`src/sv/chk_pkg.sv`:
```
// Shared constants and codes for the chained hash key cache.
package chk_pkg;

	localparam int DEF_BUCKETS      = 256;
	localparam int DEF_POOL_NODES   = 512;
	localparam int DEF_MAX_KEY_SEGS = 4;

	localparam int SEG_W     = 32;
	localparam int IN_SEGS   = 4;
	localparam int HANDLE_W  = 16;
	localparam int STATUS_W  = 2;
	localparam int CFG_W     = 3;

	localparam logic OP_INSERT = 1'b0;
	localparam logic OP_FIND   = 1'b1;

	localparam logic [STATUS_W-1:0] ST_INSERTED  = 2'd0;
	localparam logic [STATUS_W-1:0] ST_FOUND     = 2'd1;
	localparam logic [STATUS_W-1:0] ST_NOT_FOUND = 2'd2;
	localparam logic [STATUS_W-1:0] ST_FULL      = 2'd3;

endpackage

```
`src/sv/chk_mod.sv`:
```
// Remainder unit that reduces a 32-bit hash modulo the bucket count by reciprocal multiplication.
module chk_mod import chk_pkg::*; #(
	parameter int BUCKETS = DEF_BUCKETS,
	localparam int BW = $clog2(BUCKETS)
) (
	input  logic             clk,
	input  logic             arst_n,
	input  logic             start,
	input  logic [SEG_W-1:0] value,
	output logic             done,
	output logic [BW-1:0]    rem
);
	localparam logic [SEG_W-1:0] BK    = SEG_W'(BUCKETS);
	localparam logic [SEG_W-1:0] RECIP = SEG_W'((64'd1 << SEG_W) / 64'(BUCKETS));

	localparam logic [1:0] M_IDLE = 2'd0;
	localparam logic [1:0] M_MUL  = 2'd1;
	localparam logic [1:0] M_SUB  = 2'd2;
	localparam logic [1:0] M_FIX  = 2'd3;

	logic [1:0]         phase_q;
	logic               done_q;
	logic [SEG_W-1:0]   val_q;
	logic [SEG_W-1:0]   quo_q;
	logic [SEG_W-1:0]   diff_q;
	logic [BW-1:0]      rem_q;
	logic [2*SEG_W-1:0] prod;
	logic [SEG_W-1:0]   back;
	logic [SEG_W-1:0]   fixed;

	// The estimated quotient is low by at most one, so one compare and subtract finishes.
	assign prod  = (2*SEG_W)'(val_q) * (2*SEG_W)'(RECIP);
	assign back  = quo_q * BK;
	assign fixed = (diff_q >= BK) ? (diff_q - BK) : diff_q;

	always_ff @(posedge clk or negedge arst_n) begin
		if (!arst_n) begin
			phase_q <= M_IDLE;
			done_q  <= 1'b0;
		end else begin
			done_q <= 1'b0;
			unique case (phase_q)
				M_IDLE: begin
					if (start) begin
						phase_q <= M_MUL;
					end
				end
				M_MUL: begin
					phase_q <= M_SUB;
				end
				M_SUB: begin
					phase_q <= M_FIX;
				end
				M_FIX: begin
					phase_q <= M_IDLE;
					done_q  <= 1'b1;
				end
			endcase
		end
	end

	always_ff @(posedge clk) begin
		if (start) begin
			val_q <= value;
		end
		if (phase_q == M_MUL) begin
			quo_q <= prod[2*SEG_W-1:SEG_W];
		end
		if (phase_q == M_SUB) begin
			diff_q <= val_q - back;
		end
		if (phase_q == M_FIX) begin
			rem_q <= fixed[BW-1:0];
		end
	end

	assign done = done_q;
	assign rem  = rem_q;
endmodule

```
`config.mk`:
```
export PLATFORM = sky130hd
export DESIGN_NAME = chk_mod
export DESIGN_NICKNAME = d
export VERILOG_FILES = /design/src/sv/chk_pkg.sv /design/src/sv/chk_mod.sv
export SDC_FILE = /design/constraint.sdc
export NUM_CORES = 1
export LEC_CHECK = 0
export BUFFER_PORTS_ARGS = -buffer_cell sky130_fd_sc_hd__buf_2
export CORE_UTILIZATION = 40
export DETAILED_ROUTE_END_ITERATION = 8
export PLACE_DENSITY_LB_ADDON = 0.08
export SETUP_SLACK_MARGIN = 0.3
export SYNTH_ARGS = -nofsm -noshare
export SYNTH_HDL_FRONTEND = slang
export SYNTH_SLANG_ARGS = --single-unit
```
`constraint.sdc`:
```
create_clock -name clk -period 1.5 [get_ports clk]
set_input_delay 0.225 -clock clk [delete_from_list [all_inputs] [get_ports clk]]
set_output_delay 0.225 -clock clk [all_outputs]
set_load 0.02 [all_outputs]
```
==> impl_metrics.env, run 1 <==
export IMPL_synth_top_family_by_area="adder cells"
export IMPL_cts_sinks=27
export IMPL_antenna_found_initial=0
export IMPL_fin_crit_sh_pct=77.2
export IMPL_power_leakage_nw=0.440
export IMPL_portBuffers=19
export IMPL_die_w_um=49.1
export IMPL_fin_total_pwr_mw=2.00
export IMPL_first_pass_iters=3
export IMPL_cp_max_fo=9
export IMPL_drtAntennaViolNets=0
export IMPL_netlist_instances=38
export IMPL_worst_pin_slew_ns=0.340
export IMPL_clk_latency_ns=0.30
export IMPL_rsz0062_at_grt="yes"
export IMPL_critPathMaxStageDelay_ns=0.43
export IMPL_routedWlPerCell_um=9.83
export IMPL_routed_via_count=383
export IMPL_cap_violations=0
export IMPL_synth_distinct_cells=8
export IMPL_final_common_cell="edfxtp_1"
export IMPL_outcome="finished clean"
export IMPL_clockBufferDepth=2
export IMPL_htree_levels=1
export IMPL_syn2layout_area_growth_pct=24.5
export IMPL_grt_max_degree=15
export IMPL_crit_chain="inv_1 > ha_2"
export IMPL_synthMuxAreaShare_pct=1.69
export IMPL_ys_ff_latch=27
export IMPL_nets=107
export IMPL_syn_num_nets=77
export IMPL_root_buffer="clkbuf_4"
export IMPL_layout_drive_gt1_share_pct=44.8
export IMPL_drv_slew=0
export IMPL_layout_common_cells="edfxtp_1, buf_2, buf_4"
export IMPL_start_kind="flop"
export IMPL_pin_count=44
export IMPL_ys_top_cells_by_area="edfxtp_1, dfrtp_1, ha_1"
export IMPL_core_um2=2020
export IMPL_routed_via_density=4.07
export IMPL_tritoncts="yes"
export IMPL_cp_required_ns=1.51
export IMPL_yosysSeqAreaShare_pct=89.7
export IMPL_drtIter0Drc=6
export IMPL_overflow=0
export IMPL_critPathArrivalTime_ns=1.17
export IMPL_dp_cells=84
export IMPL_grt_pass1_vias=339
export IMPL_synth_compound_area_share_pct=0.564
export IMPL_yosysTopAreaCell="edfxtp_1"
export IMPL_yosysWarnings=0
export IMPL_yosysTopAreaCellShare_pct=81.2
export IMPL_clkTransAtPathRegs_ns=0.13
export IMPL_setup_tns_ns=0
export IMPL_rows=16
export IMPL_hold_viol_final=0
export IMPL_worst_slack_ns=0.342
export IMPL_fin_skew_ns=0.00366
export IMPL_synth_xor_area_share_pct=0
export IMPL_hold_class="input port to flop"
export IMPL_finalNonFillerCells=94
export IMPL_p_per_area_nw_per_um2=1810
export IMPL_grt_pass1_wl_um=1410
export IMPL_dieArea_um2=2410
export IMPL_drc=0
export IMPL_cts_buffers=3
export IMPL_drt_wl_total_um=924
export IMPL_setup_viol=0
export IMPL_path_class="flop to flop"
export IMPL_synthAdderAreaFrac_pct=5.64
export IMPL_synth_simple_area_share_pct=1.55
export IMPL_avgSynthCellArea_um2=23.3
export IMPL_die_h_um=49.1
export IMPL_fin_crit_ns=1.16
export IMPL_start_util_pct=43.9
export IMPL_endpoint_kind="flop"
export IMPL_gp_congestion=0.660
export IMPL_grt_use_total_pct=8.53
export IMPL_place_ws_ns=0.251
export IMPL_antennaDiodeCount=0
export IMPL_ir_worst_vdd_uv=873
export IMPL_max_slew_margin_rel_pct=77.4
export IMPL_synth_area_um2=887
export IMPL_worst_path_max_delay_cell="dfrtp_1"
export IMPL_max_freq_ghz=0.864
==> per-stage QoR <==
stage / hold slack [ns] / util, % / area [um2]
floorplan: -0.0706 / - / 887
global placement: 0.0245 / 50.2 / 1020
detailed placement: 0.0239 / 50.2 / 1020
CTS: 0.0678 / 53.4 / 1080
global route: 0.0399 / 54.6 / 1100
finish: 0.0835 / 54.6 / 1100
==> per-layer routing <==
layer | track usage, % | routed length, um | vias to the layer above
met5 | 0 | 0 | -
met4 | 5.88 | 0 | 0
met3 | 2.80 | 53 | 0
met2 | 13.9 | 480 | 15
met1 | 9.30 | 391 | 170
li1 | - | - | 198
==> state kept, by name, indices dropped and copies added, names as in the netlist <==
| signal | flops |
|---|---|
| rem | 8 |
| phase_q | 2 |
| done | 1 |
| val_q | 8 |
| diff_q | 8 |
==> cell type report <==
class	count	area, um2
fillers	155	917
flip-flops and latches	27	796
repair buffers	25	143
well taps	27	33.8
inverters	2	7.51
multi-input cells	9	98.8
clock buffers	4	26.3
==> critical path: cells and delay by family, from the launching register on <==
kind	cells	cell delay (ns)
adders and majority gates	1	0.32
DFF	1	0.43
buffers and inverters	1	0.12
==> synthesized netlist by cell type <==
| cell | number |
|---|---|
| a21oi_1 | 1 |
| dfrtp_1 | 3 |
| edfxtp_1 | 24 |
| ha_1 | 4 |
| inv_1 | 2 |
| mux2_4 | 1 |
| nand2b_1 | 1 |
| nor2_1 | 2 |
==> kinds of logic (layout without fill, tap and decap cells) <==
kind of cell    after synthesis  in the layout
flops                        27             27
fa+ha+maj                     4              4
simple gates                  3              3
buf+inv                       2             31
compound gates                1              1
mux                           1              1
==> path summary, 6_finish.rpt <==
path                                          endpoint  depth (start not counted)  slack, ns              startpoint
worst max-delay path               diff_q[6]$_DFFE_PN_                          2       0.34  phase_q[0]$_DFFE_PN0P_
worst min-delay path                val_q[0]$_DFFE_PP_                          1       0.08                value[0]
worst max register to register     diff_q[6]$_DFFE_PN_                          2       0.34  phase_q[0]$_DFFE_PN0P_
worst min register to register        rem[6]$_DFFE_PN_                          0       0.43     diff_q[6]$_DFFE_PN_
max in group asynchronous       phase_q[0]$_DFFE_PN0P_                          2       1.17                  arst_n
min in group asynchronous       phase_q[1]$_DFFE_PN0P_                          2       0.22                  arst_n
==> report_power, final <==
part	total [mW]	switching, mW	internal, mW
clock	0.287	0.184	0.104
sequential	1.14	0.0587	1.08
combinational	0.572	0.310	0.262
total	2.00	0.553	1.45
==> repair_timing <==
| action | CTS | global route |
|---|---|---|
| gates resized for setup | 2 | 1 |
| endpoints found under the hold margin | 3 | 0 |
| endpoints found under the setup margin | 10 | 9 |
| hold buffers | 1 | 0 |
| pin swaps | 0 | 1 |
| buffers inserted | 3 | 2 |
No activity file was read; power rests on OpenSTA's default activity.
==> inputs of run 2 (changes only) <==
==> constraint.sdc (replaced) <==
create_clock -name clk -period 1.1 [get_ports clk]
set_input_delay 0.165 -clock clk [delete_from_list [all_inputs] [get_ports clk]]
set_output_delay 0.165 -clock clk [all_outputs]
set_load 0.02 [all_outputs]
==> impl_metrics.env, run 2 (synthesis gave the netlist of run 1 again) <==
export IMPL_outcome="finished with violations"
export IMPL_violations="negative setup slack"
export IMPL_seq_area_um2=797
export IMPL_drt_wl_total_um=900
export IMPL_clkTransAtPathRegs_ns=0.13
export IMPL_root_buffer="clkbuf_4"
export IMPL_rr_worst_depth=4
export IMPL_crit_path_start="phase_q[1]$_DFFE_PN0P_"
export IMPL_cp_required_ns=1.31
export IMPL_hold_viol_final=0
export IMPL_hold_path_startpoint="value[5]"
export IMPL_r2r_start="phase_q[1]$_DFFE_PN0P_"
export IMPL_setup_tns_ns=-0.0239
export IMPL_dieArea_um2=2410
export IMPL_ir_worst_vdd_uv=1310
export IMPL_cp_max_fo=4
export IMPL_max_freq_ghz=0.890
export IMPL_tritoncts="yes"
export IMPL_pin_count=44
export IMPL_power_leakage_nw=0.497
export IMPL_fin_skew_ns=0.00324
export IMPL_grt_use_total_pct=8.00
export IMPL_start_util_pct=43.9
export IMPL_drv_slew=0
export IMPL_cts_sinks=27
export IMPL_dp_cells=89
export IMPL_first_pass_iters=2
export IMPL_layout_common_cells="edfxtp_1, buf_6, buf_2"
export IMPL_multi_input_area_um2=143
export IMPL_layout_drive_gt1_share_pct=57.5
export IMPL_htree_levels=1
export IMPL_cts_buffers=3
export IMPL_n_fill_cell=149
export IMPL_grt_pass1_wl_um=1410
export IMPL_syn2layout_area_growth_pct=43.3
export IMPL_setup_viol=1
export IMPL_max_slew_margin_rel_pct=90.5
export IMPL_finalNonFillerCells=100
export IMPL_start_kind="flop"
export IMPL_drtAntennaViolNets=0
export IMPL_nets=113
export IMPL_worst_pin_slew_ns=0.142
export IMPL_path_class="flop to flop"
export IMPL_routedWlPerCell_um=9.00
export IMPL_portBuffers=19
export IMPL_grt_max_degree=16
export IMPL_fin_crit_sh_pct=102
export IMPL_worst_slack_ns=-0.0239
export IMPL_cap_violations=0
export IMPL_ff2ff_setup_slack_ns=-0.02
export IMPL_gp_congestion=0.651
export IMPL_die_h_um=49.1
export IMPL_antenna_found_initial=0
export IMPL_endpoint="phase_q[1]$_DFFE_PN0P_"
export IMPL_hold_class="input port to flop"
export IMPL_overflow=0
export IMPL_routed_via_count=414
export IMPL_core_um2=2020
export IMPL_routed_via_density=4.14
export IMPL_clockBufferDepth=2
export IMPL_dp_final_hpwl_um=625
export IMPL_drtIter0Drc=6
export IMPL_rsz0062_at_grt="yes"
export IMPL_die_w_um=49.1
export IMPL_endpoint_kind="flop"
export IMPL_p_per_area_nw_per_um2=2470
export IMPL_antennaDiodeCount=0
export IMPL_hold_depth=1
export IMPL_final_util_pct=62.9
export IMPL_rr_endpoint="phase_q[1]$_DFFE_PN0P_"
export IMPL_critPathArrivalTime_ns=1.33
export IMPL_drc=0
export IMPL_final_common_cell="edfxtp_1"
export IMPL_fin_crit_ns=1.12
export IMPL_clk_latency_ns=0.31
export IMPL_grt_pass1_vias=364
export IMPL_rows=16
==> run 2: changes by cell type in the layout (fill, tap and decap cells not counted), sizes merged <==
cell         change
buf              +3
clkbuf           -1
clkinv           +1
dlygate4sd3      +3
==> run 2: worst min-delay path by stage <==
stage	to	slack (ns)
6_report	val_q[5]$_DFFE_PP_	0.02
3_5_place_dp	phase_q[1]$_DFFE_PN0P_	-0.04
5_1_grt	val_q[7]$_DFFE_PP_	-0.001
3_3_place_gp	phase_q[1]$_DFFE_PN0P_	-0.04
2_1_floorplan	done$_DFF_PN0_	-0.13
4_1_cts	val_q[2]$_DFFE_PP_	0.01
==> run 2: area by class of cell <==
type	instances	share of cell area (%)
clock buffer	3	1.77
clock inverter	1	0.394
inverter	2	0.591
multi-input combinational	9	11.2
sequential	27	62.7
tap	27	2.66
timing repair buffer	31	20.7
==> run 2: where the power goes <==
group	total, mW	internal (mW)	switching [mW]
logic	1.16	0.637	0.518
registers	1.60	1.48	0.114
clock network	0.388	0.136	0.252
==> run 2: worst max-delay path, cell delays in order, from the launching register on <==
cell,delay [ns]
dfrtp_2,0.46
inv_2,0.08
ha_4,0.15
nand2b_4,0.05
mux2_4,0.29
==> run 2: per-stage QoR <==
stage / total power [mW] / hold WS (ns) / area (um2) / setup WS (ns)
2_1_floorplan: 2.05 / -0.131 / 902 / 0.0139
3_3_place_gp: 2.34 / -0.0354 / 1070 / -0.0132
3_5_place_dp: 2.35 / -0.0357 / 1070 / -0.0138
4_1_cts: 2.97 / 0.00972 / 1180 / -0.0328
5_1_grt: 3.34 / -0.00122 / 1270 / -0.0648
6_report: 3.14 / 0.0217 / 1270 / -0.0239
==> run 2: routing by layer <==
metal	wire [um]	track usage, %	vias up
li1	-	-	211
met2	450	14.4	18
met3	56	2.80	2
met5	0	0	-
met1	373	7.87	183
met4	19	4.41	0
==> run 2: timing repair <==
item	4_1_cts	5_1_grt
setup endpoints to repair	28	28
resized for setup	21	9
hold buffers	1	3
hold endpoints to repair	3	3
buffers inserted	1	2
pin swaps	0	2
==> inputs of run 3 (changes only) <==
--- a/config.mk
+++ b/config.mk
@@ -6,10 +6,11 @@
 export NUM_CORES = 1
 export LEC_CHECK = 0
 export BUFFER_PORTS_ARGS = -buffer_cell sky130_fd_sc_hd__buf_2
-export CORE_UTILIZATION = 40
+export CORE_UTILIZATION = 39
 export DETAILED_ROUTE_END_ITERATION = 8
 export PLACE_DENSITY_LB_ADDON = 0.08
 export SETUP_SLACK_MARGIN = 0.3
 export SYNTH_ARGS = -nofsm -noshare
 export SYNTH_HDL_FRONTEND = slang
 export SYNTH_SLANG_ARGS = --single-unit
+export TNS_END_PERCENT = 30
==> constraint.sdc (replaced) <==
create_clock -name clk -period 0.95 [get_ports clk]
set_input_delay 0.1425 -clock clk [delete_from_list [all_inputs] [get_ports clk]]
set_output_delay 0.1425 -clock clk [all_outputs]
set_load 0.02 [all_outputs]
==> impl_metrics.env, run 3 (synthesis gave the netlist of run 1 again) <==
export IMPL_endpoint_kind="flop"
export IMPL_die_w_um=49.7
export IMPL_cap_violations=0
export IMPL_routed_via_density=4.09
export IMPL_crit_chain="inv_2 > ha_4 > nand2b_4 > mux2_4"
export IMPL_rows=16
export IMPL_dp_final_hpwl_um=725
export IMPL_top_usage_layer="met2"
export IMPL_routed_via_count=393
export IMPL_core_um2=2040
export IMPL_portBuffers=19
export IMPL_antennaDiodeCount=0
export IMPL_grtUsageMet3_pct=2.78
export IMPL_grt_use_total_pct=9.51
export IMPL_critPathArrivalTime_ns=1.34
export IMPL_fin_skew_ns=0.00747
export IMPL_cts_buffers=3
export IMPL_gp_congestion=0.608
export IMPL_fin_crit_ns=1.13
export IMPL_drc=0
export IMPL_final_common_cell="edfxtp_1"
export IMPL_htree_levels=1
export IMPL_dpl_cell_area_um2=1070
export IMPL_hold_class="input port to flop"
export IMPL_overflow=0
export IMPL_die_h_um=49.7
export IMPL_clkTransAtPathRegs_ns=0.13
export IMPL_critPathMaxStageDelay_ns=0.43
export IMPL_crit_family="flip-flops"
export IMPL_hold_viol_final=1
export IMPL_antenna_found_initial=0
export IMPL_met2_usage_pct=15.5
export IMPL_root_buffer="clkbuf_4"
export IMPL_postCtsHoldBufs=1
export IMPL_worst_path_max_delay_cell="dfrtp_1"
export IMPL_drtAntennaViolNets=0
export IMPL_routedWlPerCell_um=10.4
export IMPL_violations="negative hold slack, negative setup slack"
export IMPL_layout_drive_gt1_share_pct=53.6
export IMPL_finalNonFillerCells=96
export IMPL_fin_area_um2=1160
export IMPL_cp_num_buf_inv=1
export IMPL_rsz0062_at_grt="yes"
export IMPL_start_kind="flop"
export IMPL_cp_max_fo=3
export IMPL_ir_worst_vdd_uv=1650
export IMPL_max_freq_ghz=0.888
export IMPL_layout_common_cells="edfxtp_1, buf_2, buf_4"
export IMPL_setup_viol=27
export IMPL_pin_count=44
export IMPL_outcome="finished with violations"
export IMPL_clk_latency_ns=0.31
export IMPL_tritoncts="yes"
export IMPL_nets=109
export IMPL_first_pass_iters=2
export IMPL_path_class="flop to flop"
export IMPL_dieArea_um2=2470
export IMPL_syn2layout_area_growth_pct=30.6
export IMPL_worst_pin_slew_ns=0.128
export IMPL_use_met1_pct=11.0
export IMPL_grt_pass1_vias=383
export IMPL_drv_slew=0
export IMPL_power_leakage_nw=0.457
export IMPL_start_util_pct=43.4
export IMPL_cp_required_ns=1.16
export IMPL_max_slew_margin_rel_pct=91.5
export IMPL_cts_sinks=27
export IMPL_grt_pass1_wl_um=1640
export IMPL_grt_max_degree=15
export IMPL_holdWs_ns=-0.00203
export IMPL_drtIter0Drc=4
export IMPL_worst_slack_ns=-0.176
export IMPL_clockBufferDepth=2
export IMPL_dp_cells=89
export IMPL_fin_crit_sh_pct=119
export IMPL_p_per_area_nw_per_um2=2900
export IMPL_drt_wl_total_um=1000
run 3: cell count changes in the layout (fill, tap and decap cells not counted), sizes merged:
cell	before	now
dlygate4sd3	4	1
buf	27	26
clkbuf	3	4
clkinv	1	0
run 3: per-stage QoR:
step	setup slack [ns]	total power, mW	util [%]	setup TNS, ns
6_report	-0.176	3.36	56.7	-1.64
5_1_grt	-0.213	3.58	56.7	-2.89
4_1_cts	-0.174	3.28	55.5	-2.91
3_5_place_dp	-0.165	2.72	52.3	-2.17
3_3_place_gp	-0.155	2.71	52.3	-1.92
2_1_floorplan	-0.136	2.38	-	-1.82
run 3: area by class of cell:
type	instances	area [um2]
Tap cell	27	33.8
Multi-Input combinational cell	9	129
Inverter	2	7.51
Sequential cell	27	797
Clock buffer	4	26.3
Timing Repair Buffer	27	165
Fill cell	174	883
run 3: path summary, 6_finish.rpt:
kind	start	end	slack, ns	cells past startpoint
max	phase_q[0]$_DFFE_PN0P_	phase_q[1]$_DFFE_PN0P_	-0.18	4
min	value[5]	val_q[5]$_DFFE_PP_	-0.002	1
max reg2reg	phase_q[0]$_DFFE_PN0P_	phase_q[1]$_DFFE_PN0P_	-0.18	4
min reg2reg	diff_q[2]$_DFFE_PN_	rem[2]$_DFFE_PN_	0.43	0
max in group asynchronous	arst_n	phase_q[1]$_DFFE_PN0P_	0.70	2
min in group asynchronous	arst_n	done$_DFF_PN0_	0.13	2
run 3: routing by layer:
metal / vias up / wire length [um] / part of all wire (%)
met3: 0 / 56 / 5.6
li1: 203 / - / -
met4: 0 / 0 / 0
met1: 173 / 429 / 43
met5: - / 0 / 0
met2: 17 / 517 / 52
run 3: worst reg2reg max path, cell delays in order (launching register included):
cell,delay [ns]
dfrtp_1,0.43
inv_2,0.11
ha_4,0.16
nand2b_4,0.05
mux2_4,0.29
run 3: timing repair:
action,in CTS,in global routing
endpoints found under the hold margin,11,8
pin swaps,0,3
buffers inserted,1,1
resized for setup,4,3
setup endpoints to repair,29,30
run 3: where the power goes:
part,leakage [nW],internal (mW),switching [mW]
clock,0.0150,0.164,0.291
sequential,0.264,1.71,0.0963
combinational,0.178,0.523,0.569
